[src/hdl/cfr_pkg.sv]
// Shared types and constants for the command frame receiver.
// No dependencies; imported by every module of the block.
package cfr_pkg;

  localparam int DEFAULT_PAYLOAD_DEPTH = 256;

  localparam logic [7:0] MIN_LENGTH = 8'h06;

  typedef enum logic [1:0] {
    OP_PUSH  = 2'd0,
    OP_READ  = 2'd1,
    OP_CLEAR = 2'd2
  } op_t;

  typedef enum logic [7:0] {
    REG_SYNC_FIRST  = 8'd0,
    REG_SYNC_SECOND = 8'd1
  } reg_index_t;

  typedef enum logic [3:0] {
    PH_SYNC1   = 4'd0,
    PH_SYNC2   = 4'd1,
    PH_LEN     = 4'd2,
    PH_HW_LO   = 4'd3,
    PH_HW_HI   = 4'd4,
    PH_MSG_LO  = 4'd5,
    PH_MSG_HI  = 4'd6,
    PH_DEST    = 4'd7,
    PH_CODE    = 4'd8,
    PH_PAYLOAD = 4'd9,
    PH_DONE    = 4'd10
  } phase_t;

  typedef struct packed {
    logic        complete;
    logic [3:0]  phase;
    logic [7:0]  length;
    logic [15:0] hw_id;
    logic [15:0] msg_id;
    logic [7:0]  dest;
    logic [7:0]  code;
  } frame_status_t;

  typedef struct packed {
    logic       en;
    logic [7:0] addr;
    logic [7:0] data;
  } store_write_t;

endpackage

[src/hdl/command_frame_receiver.sv]
// Command frame receiver top level: ports, sync registers, submodule wiring.
// Depends on cfr_pkg, cfr_parser, cfr_payload_store and cfr_result_pipe.
//
// Usage:
//   Input channel (in_valid/in_ready) carries one word per item: opcode,
//   rx_byte and payload_index. Push feeds one serial byte to the parser,
//   read fetches a stored payload byte, clear drops the frame.
//   Output channel (out_valid/out_ready) returns one word per input word,
//   in order: the parser state after that item plus the payload byte read.
//   Configuration channel (cfg_valid/cfg_ready, always ready) writes the two
//   sync byte values; write it only while no item is in flight.
// Timing:
//   An accepted word passes the read stage and then the output register
//   before out_valid rises. One word per cycle is sustained while out_ready
//   stays high; the payload memory's registered read sets the extra stage.
// Reset:
//   rst clears the parser, the sync registers and both pipeline valids.
//   Payload memory is not cleared; reads beyond the received count give 0.
// Stalls:
//   With out_ready low the output register holds its word, the read stage
//   fills, and then in_ready drops until the output drains.
module command_frame_receiver
  import cfr_pkg::*;
#(
  parameter int PAYLOAD_DEPTH = DEFAULT_PAYLOAD_DEPTH
) (
  input  logic        clk,
  input  logic        rst,
  // configuration write channel
  input  logic        cfg_valid,
  output logic        cfg_ready,
  input  logic [7:0]  cfg_index,
  input  logic [7:0]  cfg_data,
  // input word channel
  input  logic        in_valid,
  output logic        in_ready,
  input  logic [1:0]  opcode,
  input  logic [7:0]  rx_byte,
  input  logic [7:0]  payload_index,
  // result word channel
  output logic        out_valid,
  input  logic        out_ready,
  output logic        frame_complete,
  output logic [3:0]  parse_phase,
  output logic [7:0]  frame_length,
  output logic [15:0] hardware_id,
  output logic [15:0] message_id,
  output logic [7:0]  destination_id,
  output logic [7:0]  command_code,
  output logic [7:0]  payload_byte
);

  logic          in_fire;
  logic          stage_free;
  logic [7:0]    sync_first;
  logic [7:0]    sync_second;
  frame_status_t status;
  frame_status_t out_status;
  store_write_t  wr;
  logic          rd_hit;
  logic [7:0]    rd_data;

  // Config writes are always taken; unknown indexes are dropped.
  assign cfg_ready = 1'b1;

  always_ff @(posedge clk) begin
    if (rst) begin
      sync_first  <= 8'd0;
      sync_second <= 8'd0;
    end else if (cfg_valid) begin
      unique case (cfg_index)
        REG_SYNC_FIRST:  sync_first  <= cfg_data;
        REG_SYNC_SECOND: sync_second <= cfg_data;
        default: begin
        end
      endcase
    end
  end

  // Accept a word whenever the read stage is empty or moves on this cycle.
  assign in_ready = stage_free;
  assign in_fire  = in_valid && in_ready;

  cfr_parser #(
    .PAYLOAD_DEPTH(PAYLOAD_DEPTH)
  ) u_parser (
    .clk          (clk),
    .rst          (rst),
    .accept       (in_fire),
    .opcode       (opcode),
    .rx_byte      (rx_byte),
    .payload_index(payload_index),
    .sync_first   (sync_first),
    .sync_second  (sync_second),
    .status       (status),
    .wr           (wr),
    .rd_hit       (rd_hit)
  );

  // Read on every accepted word so the data register tracks the read stage.
  cfr_payload_store #(
    .PAYLOAD_DEPTH(PAYLOAD_DEPTH)
  ) u_store (
    .clk     (clk),
    .wr      (wr),
    .rd_en   (in_fire),
    .rd_index(payload_index),
    .rd_data (rd_data)
  );

  // Parser registers hold the post-item state until the next accept, which
  // cannot happen before the read stage hands its word to the output.
  cfr_result_pipe u_result (
    .clk       (clk),
    .rst       (rst),
    .accept    (in_fire),
    .rd_hit    (rd_hit),
    .status    (status),
    .rd_data   (rd_data),
    .stage_free(stage_free),
    .out_valid (out_valid),
    .out_ready (out_ready),
    .out_status(out_status),
    .out_byte  (payload_byte)
  );

  assign frame_complete = out_status.complete;
  assign parse_phase    = out_status.phase;
  assign frame_length   = out_status.length;
  assign hardware_id    = out_status.hw_id;
  assign message_id     = out_status.msg_id;
  assign destination_id = out_status.dest;
  assign command_code   = out_status.code;

endmodule

[src/hdl/cfr_parser.sv]
// Frame parser: phase register, header registers and payload counters.
// Depends on cfr_pkg; drives the payload store write port.
module cfr_parser
  import cfr_pkg::*;
#(
  parameter int PAYLOAD_DEPTH = DEFAULT_PAYLOAD_DEPTH
) (
  input  logic          clk,
  input  logic          rst,
  input  logic          accept,
  input  logic [1:0]    opcode,
  input  logic [7:0]    rx_byte,
  input  logic [7:0]    payload_index,
  input  logic [7:0]    sync_first,
  input  logic [7:0]    sync_second,
  output frame_status_t status,
  output store_write_t  wr,
  output logic          rd_hit
);

  phase_t      phase, phase_next;
  logic [7:0]  payload_count, payload_count_next;
  logic [7:0]  payload_expected, payload_expected_next;
  logic [7:0]  length_reg, length_reg_next;
  logic [15:0] hw_id_reg, hw_id_reg_next;
  logic [15:0] msg_id_reg, msg_id_reg_next;
  logic [15:0] dest_and_code_reg, dest_and_code_reg_next;
  logic [7:0]  count_inc;
  logic        fits_store;

  assign count_inc  = payload_count + 8'd1;
  assign fits_store = {1'b0, payload_count} < 9'(PAYLOAD_DEPTH);

  always_comb begin
    phase_next             = phase;
    payload_count_next     = payload_count;
    payload_expected_next  = payload_expected;
    length_reg_next        = length_reg;
    hw_id_reg_next         = hw_id_reg;
    msg_id_reg_next        = msg_id_reg;
    dest_and_code_reg_next = dest_and_code_reg;
    wr.en                  = 1'b0;
    wr.addr                = payload_count;
    wr.data                = rx_byte;

    if (opcode == OP_CLEAR) begin
      phase_next             = PH_SYNC1;
      payload_count_next     = '0;
      payload_expected_next  = '0;
      length_reg_next        = '0;
      hw_id_reg_next         = '0;
      msg_id_reg_next        = '0;
      dest_and_code_reg_next = '0;
    end else if (opcode == OP_PUSH) begin
      unique case (phase)
        PH_SYNC1: begin
          if (rx_byte == sync_first) phase_next = PH_SYNC2;
        end
        PH_SYNC2: begin
          // a bad second sync drops the frame; the byte is not retried
          if (rx_byte == sync_second) begin
            phase_next = PH_LEN;
          end else begin
            phase_next             = PH_SYNC1;
            payload_count_next     = '0;
            payload_expected_next  = '0;
            length_reg_next        = '0;
            hw_id_reg_next         = '0;
            msg_id_reg_next        = '0;
            dest_and_code_reg_next = '0;
          end
        end
        PH_LEN: begin
          if (rx_byte >= MIN_LENGTH) begin
            length_reg_next       = rx_byte;
            payload_count_next    = '0;
            payload_expected_next = rx_byte - MIN_LENGTH;
            phase_next            = PH_HW_LO;
          end else begin
            phase_next             = PH_SYNC1;
            payload_count_next     = '0;
            payload_expected_next  = '0;
            length_reg_next        = '0;
            hw_id_reg_next         = '0;
            msg_id_reg_next        = '0;
            dest_and_code_reg_next = '0;
          end
        end
        PH_HW_LO: begin
          hw_id_reg_next[7:0] = rx_byte;
          phase_next          = PH_HW_HI;
        end
        PH_HW_HI: begin
          hw_id_reg_next[15:8] = rx_byte;
          phase_next           = PH_MSG_LO;
        end
        PH_MSG_LO: begin
          msg_id_reg_next[7:0] = rx_byte;
          phase_next           = PH_MSG_HI;
        end
        PH_MSG_HI: begin
          msg_id_reg_next[15:8] = rx_byte;
          phase_next            = PH_DEST;
        end
        PH_DEST: begin
          dest_and_code_reg_next[15:8] = rx_byte;
          phase_next                   = PH_CODE;
        end
        PH_CODE: begin
          dest_and_code_reg_next[7:0] = rx_byte;
          phase_next = (payload_count < payload_expected) ? PH_PAYLOAD : PH_DONE;
        end
        PH_PAYLOAD: begin
          if (payload_count < payload_expected) begin
            wr.en              = fits_store;
            payload_count_next = count_inc;
            if (count_inc == payload_expected) phase_next = PH_DONE;
          end else begin
            phase_next = PH_DONE;
          end
        end
        default: begin
          // frame complete: hold until cleared
        end
      endcase
    end
    wr.en = wr.en && accept;
  end

  always_ff @(posedge clk) begin
    if (rst) begin
      phase             <= PH_SYNC1;
      payload_count     <= '0;
      payload_expected  <= '0;
      length_reg        <= '0;
      hw_id_reg         <= '0;
      msg_id_reg        <= '0;
      dest_and_code_reg <= '0;
    end else if (accept) begin
      phase             <= phase_next;
      payload_count     <= payload_count_next;
      payload_expected  <= payload_expected_next;
      length_reg        <= length_reg_next;
      hw_id_reg         <= hw_id_reg_next;
      msg_id_reg        <= msg_id_reg_next;
      dest_and_code_reg <= dest_and_code_reg_next;
    end
  end

  assign rd_hit = (opcode == OP_READ) && (payload_index < payload_count)
                  && ({1'b0, payload_index} < 9'(PAYLOAD_DEPTH));

  assign status.complete = (phase == PH_DONE);
  assign status.phase    = (phase == PH_DONE) ? PH_PAYLOAD : phase;
  assign status.length   = length_reg;
  assign status.hw_id    = hw_id_reg;
  assign status.msg_id   = msg_id_reg;
  assign status.dest     = dest_and_code_reg[15:8];
  assign status.code     = dest_and_code_reg[7:0];

endmodule

[src/hdl/cfr_payload_store.sv]
// Payload byte memory: one write port, one registered read port.
// Depends on cfr_pkg for the write request type.
module cfr_payload_store
  import cfr_pkg::*;
#(
  parameter int PAYLOAD_DEPTH = DEFAULT_PAYLOAD_DEPTH
) (
  input  logic         clk,
  input  store_write_t wr,
  input  logic         rd_en,
  input  logic [7:0]   rd_index,
  output logic [7:0]   rd_data
);

  localparam int AW = (PAYLOAD_DEPTH > 1) ? $clog2(PAYLOAD_DEPTH) : 1;

  logic [7:0] mem [PAYLOAD_DEPTH];

  always_ff @(posedge clk) begin
    if (wr.en) mem[wr.addr[AW-1:0]] <= wr.data;
    if (rd_en) rd_data <= mem[rd_index[AW-1:0]];
  end

endmodule

[src/hdl/cfr_result_pipe.sv]
// Result path: read-data stage followed by the output register.
// Depends on cfr_pkg for the frame status type.
module cfr_result_pipe
  import cfr_pkg::*;
(
  input  logic          clk,
  input  logic          rst,
  input  logic          accept,
  input  logic          rd_hit,
  input  frame_status_t status,
  input  logic [7:0]    rd_data,
  output logic          stage_free,
  output logic          out_valid,
  input  logic          out_ready,
  output frame_status_t out_status,
  output logic [7:0]    out_byte
);

  logic s1_valid;
  logic s1_hit;
  logic s1_move;

  assign s1_move    = s1_valid && (!out_valid || out_ready);
  assign stage_free = !s1_valid || s1_move;

  always_ff @(posedge clk) begin
    if (rst) begin
      s1_valid  <= 1'b0;
      out_valid <= 1'b0;
    end else begin
      if (accept) s1_valid <= 1'b1;
      else if (s1_move) s1_valid <= 1'b0;
      if (s1_move) out_valid <= 1'b1;
      else if (out_ready) out_valid <= 1'b0;
    end
  end

  always_ff @(posedge clk) begin
    if (accept) s1_hit <= rd_hit;
    if (s1_move) begin
      out_status <= status;
      out_byte   <= s1_hit ? rd_data : 8'd0;
    end
  end

endmodule

[config.mk]
export PLATFORM = sky130hd
export DESIGN_NAME = command_frame_receiver
export DESIGN_NICKNAME = d
export VERILOG_FILES = /design/src/hdl/cfr_pkg.sv /design/src/hdl/command_frame_receiver.sv /design/src/hdl/cfr_parser.sv /design/src/hdl/cfr_payload_store.sv /design/src/hdl/cfr_result_pipe.sv
export SDC_FILE = /design/constraint.sdc
export NUM_CORES = 2
export LEC_CHECK = 0
export ABC_AREA = 1
export BUFFER_PORTS_ARGS = -buffer_cell sky130_fd_sc_hd__buf_2
export CORE_ASPECT_RATIO = 1.5
export CORE_MARGIN = 5
export CORE_UTILIZATION = 53
export DETAILED_ROUTE_END_ITERATION = 8
export PLACE_DENSITY = 0.69
export SYNTH_ARGS = -nofsm -noshare
export SYNTH_HDL_FRONTEND = slang
export SYNTH_HIERARCHICAL = 1
export SYNTH_SLANG_ARGS = --single-unit
[constraint.sdc]
create_clock -name clk -period 11.5 [get_ports clk]
set_clock_uncertainty 0.2 [all_clocks]
set_input_delay 1.15 -clock clk [delete_from_list [all_inputs] [get_ports clk]]
set_output_delay 1.15 -clock clk [all_outputs]
set_load 0.01 [all_outputs]
==> results_tabular.tex <==
\begin{tabular}{lr}
\hline
Metric & Value \\
\hline
\multicolumn{2}{l}{\textbf{Outcome}} \\
\quad Result of the run & complete, no violations \\
\multicolumn{2}{l}{\textbf{Power and ir drop}} \\
\quad Switching power of the nets & around 3.6 mW \\
\quad Worst IR Drop VDD & between 0.1 and 0.15 mV \\
\quad Switching share of power & 0.2233 \\
\quad Sequential Power Share & 0.554 \\
\quad Reported leakage power & approximately 34 nW \\
\quad Clock group share of total power & 0.386 \\
\quad Share of power burned in combinational logic & 0.061 \\
\quad Power density cells & between 150 and 200 nW/um\^{}2 \\
\quad Internal Dissipation & around 12 mW \\
\multicolumn{2}{l}{\textbf{Floorplan}} \\
\quad Starting density of the core & 0.5313 \\
\quad Standard-cell rows & approximately 190 \\
\quad Die Wd & about 350 um \\
\quad Number of primary I/O pins & $\sim$110 \\
\quad Die height & just over 500 um \\
\quad Core area & about 170,000 um\^{}2 \\
\quad Area of the die & 179,500 um\^{}2 \\
\multicolumn{2}{l}{\textbf{Route}} \\
\quad Via count of the routed design & 60,200 \\
\quad Pre-antenna DRT Iters & 6 \\
\quad Antenna violation net count after detailed routing & 0 \\
\quad Vias per Instance & around 6.0 \\
\quad Sum of routed wire length over all layers & about 240,000 um \\
\quad Average wire length per cell after detail routing & approximately 24 um \\
\quad Number of design-rule violations left by the first detailed-router iteration & 6,746 \\
\quad Remaining routing DRC violations & 0 \\
\multicolumn{2}{l}{\textbf{Clock tree}} \\
\quad CTS clk-pin slew, worst paths & about 70 ps \\
\quad Setup Buffers After CTS & 0 \\
\quad TritonCTS clock tree & done \\
\quad H-tree depth reported by CTS & 4 \\
\quad Number of buffers inserted during clock tree synthesis & between 150 and 200 \\
\quad Post-CTS Resized & 0 \\
\quad Buffers from clock root to sink, at most & 3 \\
\quad Number of buffers added to fix hold violations after cts & 0 \\
\quad Root buffer selected by CTS & clkbuf\_16 \\
\quad Worst skew pair latency & 810 ps \\
\quad CTS Sinks & approximately 2,200 \\
\multicolumn{2}{l}{\textbf{Timing}} \\
\quad Tightest slew margin relative to the limit & 0.1936 \\
\quad Final period utilization & 0.4649 \\
\quad Final worst slack & about 6200 ps \\
\quad Accumulated negative setup slack & 0 ps \\
\quad Achievable frequency & between 150 and 200 MHz \\
\quad Unrepaired setup endpoints after global routing & no \\
\quad Final setup violation count & 0 \\
\quad Final Hold Violating Endpoints & 0 \\
\quad Pin slew with the least headroom to its limit & between 1000 and 1500 ps \\
\quad Max-slew violations & 0 \\
\quad Final Critical Period & roughly 5300 ps \\
\multicolumn{2}{l}{\textbf{Finish}} \\
\quad Proportion of layout cells with a drive suffix above 1 & 0.06068 \\
\quad Number of nets in the layout & between 7,000 and 8,000 \\
\quad Flip-flop count of the largest register after layout & 2,048 \\
\quad Number of fill cells in the layout & 13,670 \\
\quad Core occupancy in the finished layout & 0.5747 \\
\quad Post-layout instance count excluding filler cells & between 10,000 and 15,000 \\
\quad Post-route standard cell area excluding fillers & just under 100,000 um\^{}2 \\
\quad Area Growth Syn to Fin & 8.178\% \\
\multicolumn{2}{l}{\textbf{Critical path}} \\
\quad Critical path class & in -> reg \\
\quad Cell depth of the worst flop-to-flop path & 10 \\
\quad End of the critical path & u\_store/rd\_data[3]\$\_DFFE\_PP\_ \\
\quad WP data arrival & approximately 5700 ps \\
\quad Category of cells accounting for the largest share of critical-path delay & buffers and inverters \\
\quad Worst EP required & about 12,000 ps \\
\quad Worst Setup End Kind & flop \\
\quad Worst flop-to-flop path startpoint & u\_result/out\_valid\$\_SDFFE\_PP0P\_ \\
\quad CP Launch Type & input pin \\
\quad Buf+Inv Stages, Crit Path & 4 \\
\quad Number of gates on the worst path with buffers counted & 13 \\
\quad CP peak stage delay & roughly 900 ps \\
\quad Register-to-Register Setup Slack & just over 7000 ps \\
\quad Worst Setup SP & payload\_index[1] \\
\quad Worst-path cell with the longest stage delay & buf\_4 \\
\quad Most prevalent standard cell on the critical path & nand3\_1 \\
\quad Critical R2R Capture & u\_store/mem[156][6]\$\_DFFE\_PP\_ \\
\quad Ordered list of cells on the worst path & buf\_8, buf\_4, buf\_4, buf\_4, nand3\_1, nand3\_1, nand3\_1, nand3\_1, nand3\_1, nand3\_1, nand2\_1, nand2\_1, nand2\_1 \\
\quad CP max FO & around 90 \\
\multicolumn{2}{l}{\textbf{Global routing}} \\
\quad Maximum number of pins on one net before global-route repair & 274 \\
\quad Number of global-route vias before repair & 57,250 \\
\quad Global-route wire length before repair & roughly 360,000 um \\
\quad Leftover overflow at the end of global routing & 0 \\
\quad Antenna violations before repair & 5 \\
\quad Aggregate global-route resource usage & 0.2645 \\
\multicolumn{2}{l}{\textbf{Synthesis}} \\
\quad Synthesis-stage register bit count & between 2,000 and 2,500 \\
\quad Number of nets in the synthesized netlist & 7,876 \\
\quad Fraction of registers with async set or reset after synthesis & 0 \\
\quad Synth Instances & approximately 7,800 \\
\quad Cell Area, Synth & between 90,000 and 100,000 um\^{}2 \\
\quad Biggest area contributors in the synthesized netlist & edfxtp\_1, nand3\_1, nand2\_1 \\
\quad Count of cell types in the netlist & 40 \\
\quad Dominant register cell in the synthesized netlist & edfxtp\_1 \\
\quad Share of Yosys cell area claimed by the top area cell type & 0.7044 \\
\quad Register area share after synthesis & 0.7250 \\
\quad Avg Cell Area, Syn & between 10 and 15 um\^{}2 \\
\quad Number of enable flip-flop cells after synthesis & 2,126 \\
\quad Largest area contributor in the netlist & edfxtp\_1 \\
\quad Yosys warning count & 6 \\
\multicolumn{2}{l}{\textbf{Worst hold path}} \\
\quad Worst hold-check path type & reg -> reg \\
\multicolumn{2}{l}{\textbf{Place}} \\
\quad Worst slack after detailed placement & 5508 ps \\
\quad Placed cells & a little under 10,000 \\
\quad PortBufs & roughly 110 \\
\quad Placed cell area & around 92,000 um\^{}2 \\
\quad Routability cong. & between 0.8 and 0.9 \\
\quad Half-perimeter wire length of the detailed placement result & about 140,000 um \\
\multicolumn{2}{l}{\textbf{Run}} \\
\quad Count of max-cap constraint violations & 0 \\
\hline
\end{tabular}
## layer usage
metal	wire length, um	track usage	up-vias
met3	19580	0.03622	612
met1	87300	0.3291	29370
met5	62	0	-
li1	-	-	27250
met2	122900	0.4552	2968
met4	14260	0.1355	8
## stage by stage
| stage | hold slack (ps) | power, mW |
|---|---|---|
| after floorplan | 203.0 | 9.659 |
| after CTS | 227.9 | 16.08 |
| after global routing | 242.7 | 16.50 |
| after detailed placement | 220.2 | 10.01 |
| after global placement | 215.6 | 9.992 |
| final | 231.9 | 16.03 |
## cell usage in the layout (no fill, tap or decap), types with 3 or more instances in the layout
master and n:
edfxtp_1 2126, buf_4 67, nor2_1 369, o21ai_0 24, nor2_2 6, bufinv_16 12
a21oi_1 85, xor2_1 9, inv_1 112, buf_2 97, clkinv_1 47, nand4_1 3
clkbuf_16 195, dfxtp_1 93, nand2_1 2290, buf_12 7, nor2_4 6, clkbuf_1 32
nand3_1 2129, inv_6 6, ha_1 17, buf_8 11, nor3_1 3, clkinv_2 43
xnor2_1 5, clkinvlp_4 4, nand2_4 3
## worst min path at each step
stage	from	to	slack (ps)	cells past startpoint
final	u_parser/msg_id_reg[13]$_SDFFE_PP0P_	u_result/out_status[29]$_DFFE_PP_	230	0
after global routing	u_parser/msg_id_reg[14]$_SDFFE_PP0P_	u_result/out_status[30]$_DFFE_PP_	240	0
after CTS	u_parser/msg_id_reg[13]$_SDFFE_PP0P_	u_result/out_status[29]$_DFFE_PP_	230	0
after detailed placement	u_parser/msg_id_reg[6]$_SDFFE_PP0P_	u_result/out_status[22]$_DFFE_PP_	220	0
after global placement	u_parser/msg_id_reg[6]$_SDFFE_PP0P_	u_result/out_status[22]$_DFFE_PP_	220	0
after floorplan	u_parser/length_reg[2]$_SDFFE_PP0P_	u_result/out_status[50]$_DFFE_PP_	200	0
## Yosys cell counts (9+ instances only)
master and count:
dfxtp_1 93, nor2_1 369, clkbuf_1 123, buf_4 62, buf_2 270, edfxtp_1 2126, buf_6 17, xor2_1 9
ha_1 17, buf_1 41, a21oi_1 86, nand2_1 2290, o21ai_0 24, inv_1 114, nand3_1 2129
## final cells by class
cell class	instances	area, um^2	area share
Sequential cell	2219	65700	0.6702
Multi-Input combinational cell	4965	21840	0.2227
Clock buffer	228	5014	0.05114
Tap cell	2256	2823	0.02879
Timing Repair Buffer	182	1294	0.01320
Clock inverter	114	884.6	0.009023
Inverter	120	485.5	0.004952
Antenna cell	1	2.502	0.00002552
## power by group through the flow
stage | clock [mW] | sequential, mW | combinational (mW)
floorplan | 0 | 9.05 | 0.608
detailed placement | 0 | 9.05 | 0.956
finish | 6.18 | 8.87 | 0.972
global route | 6.59 | 8.87 | 1.04
CTS | 6.25 | 8.87 | 0.960
global placement | 0 | 9.05 | 0.943
## kinds of logic after synthesis
logic type	after synthesis	synth area share
AND/OR/NAND/NOR	4816	0.2304
flip-flops	2219	0.7250
buffers and inverters	636	0.03422
AO/OA/AOI/OAI	117	0.006654
adder cells (fa/ha/maj)	17	0.002347
XOR/XNOR	14	0.001353
other	1	0.00004138
(Power assumes the default switching activity.)
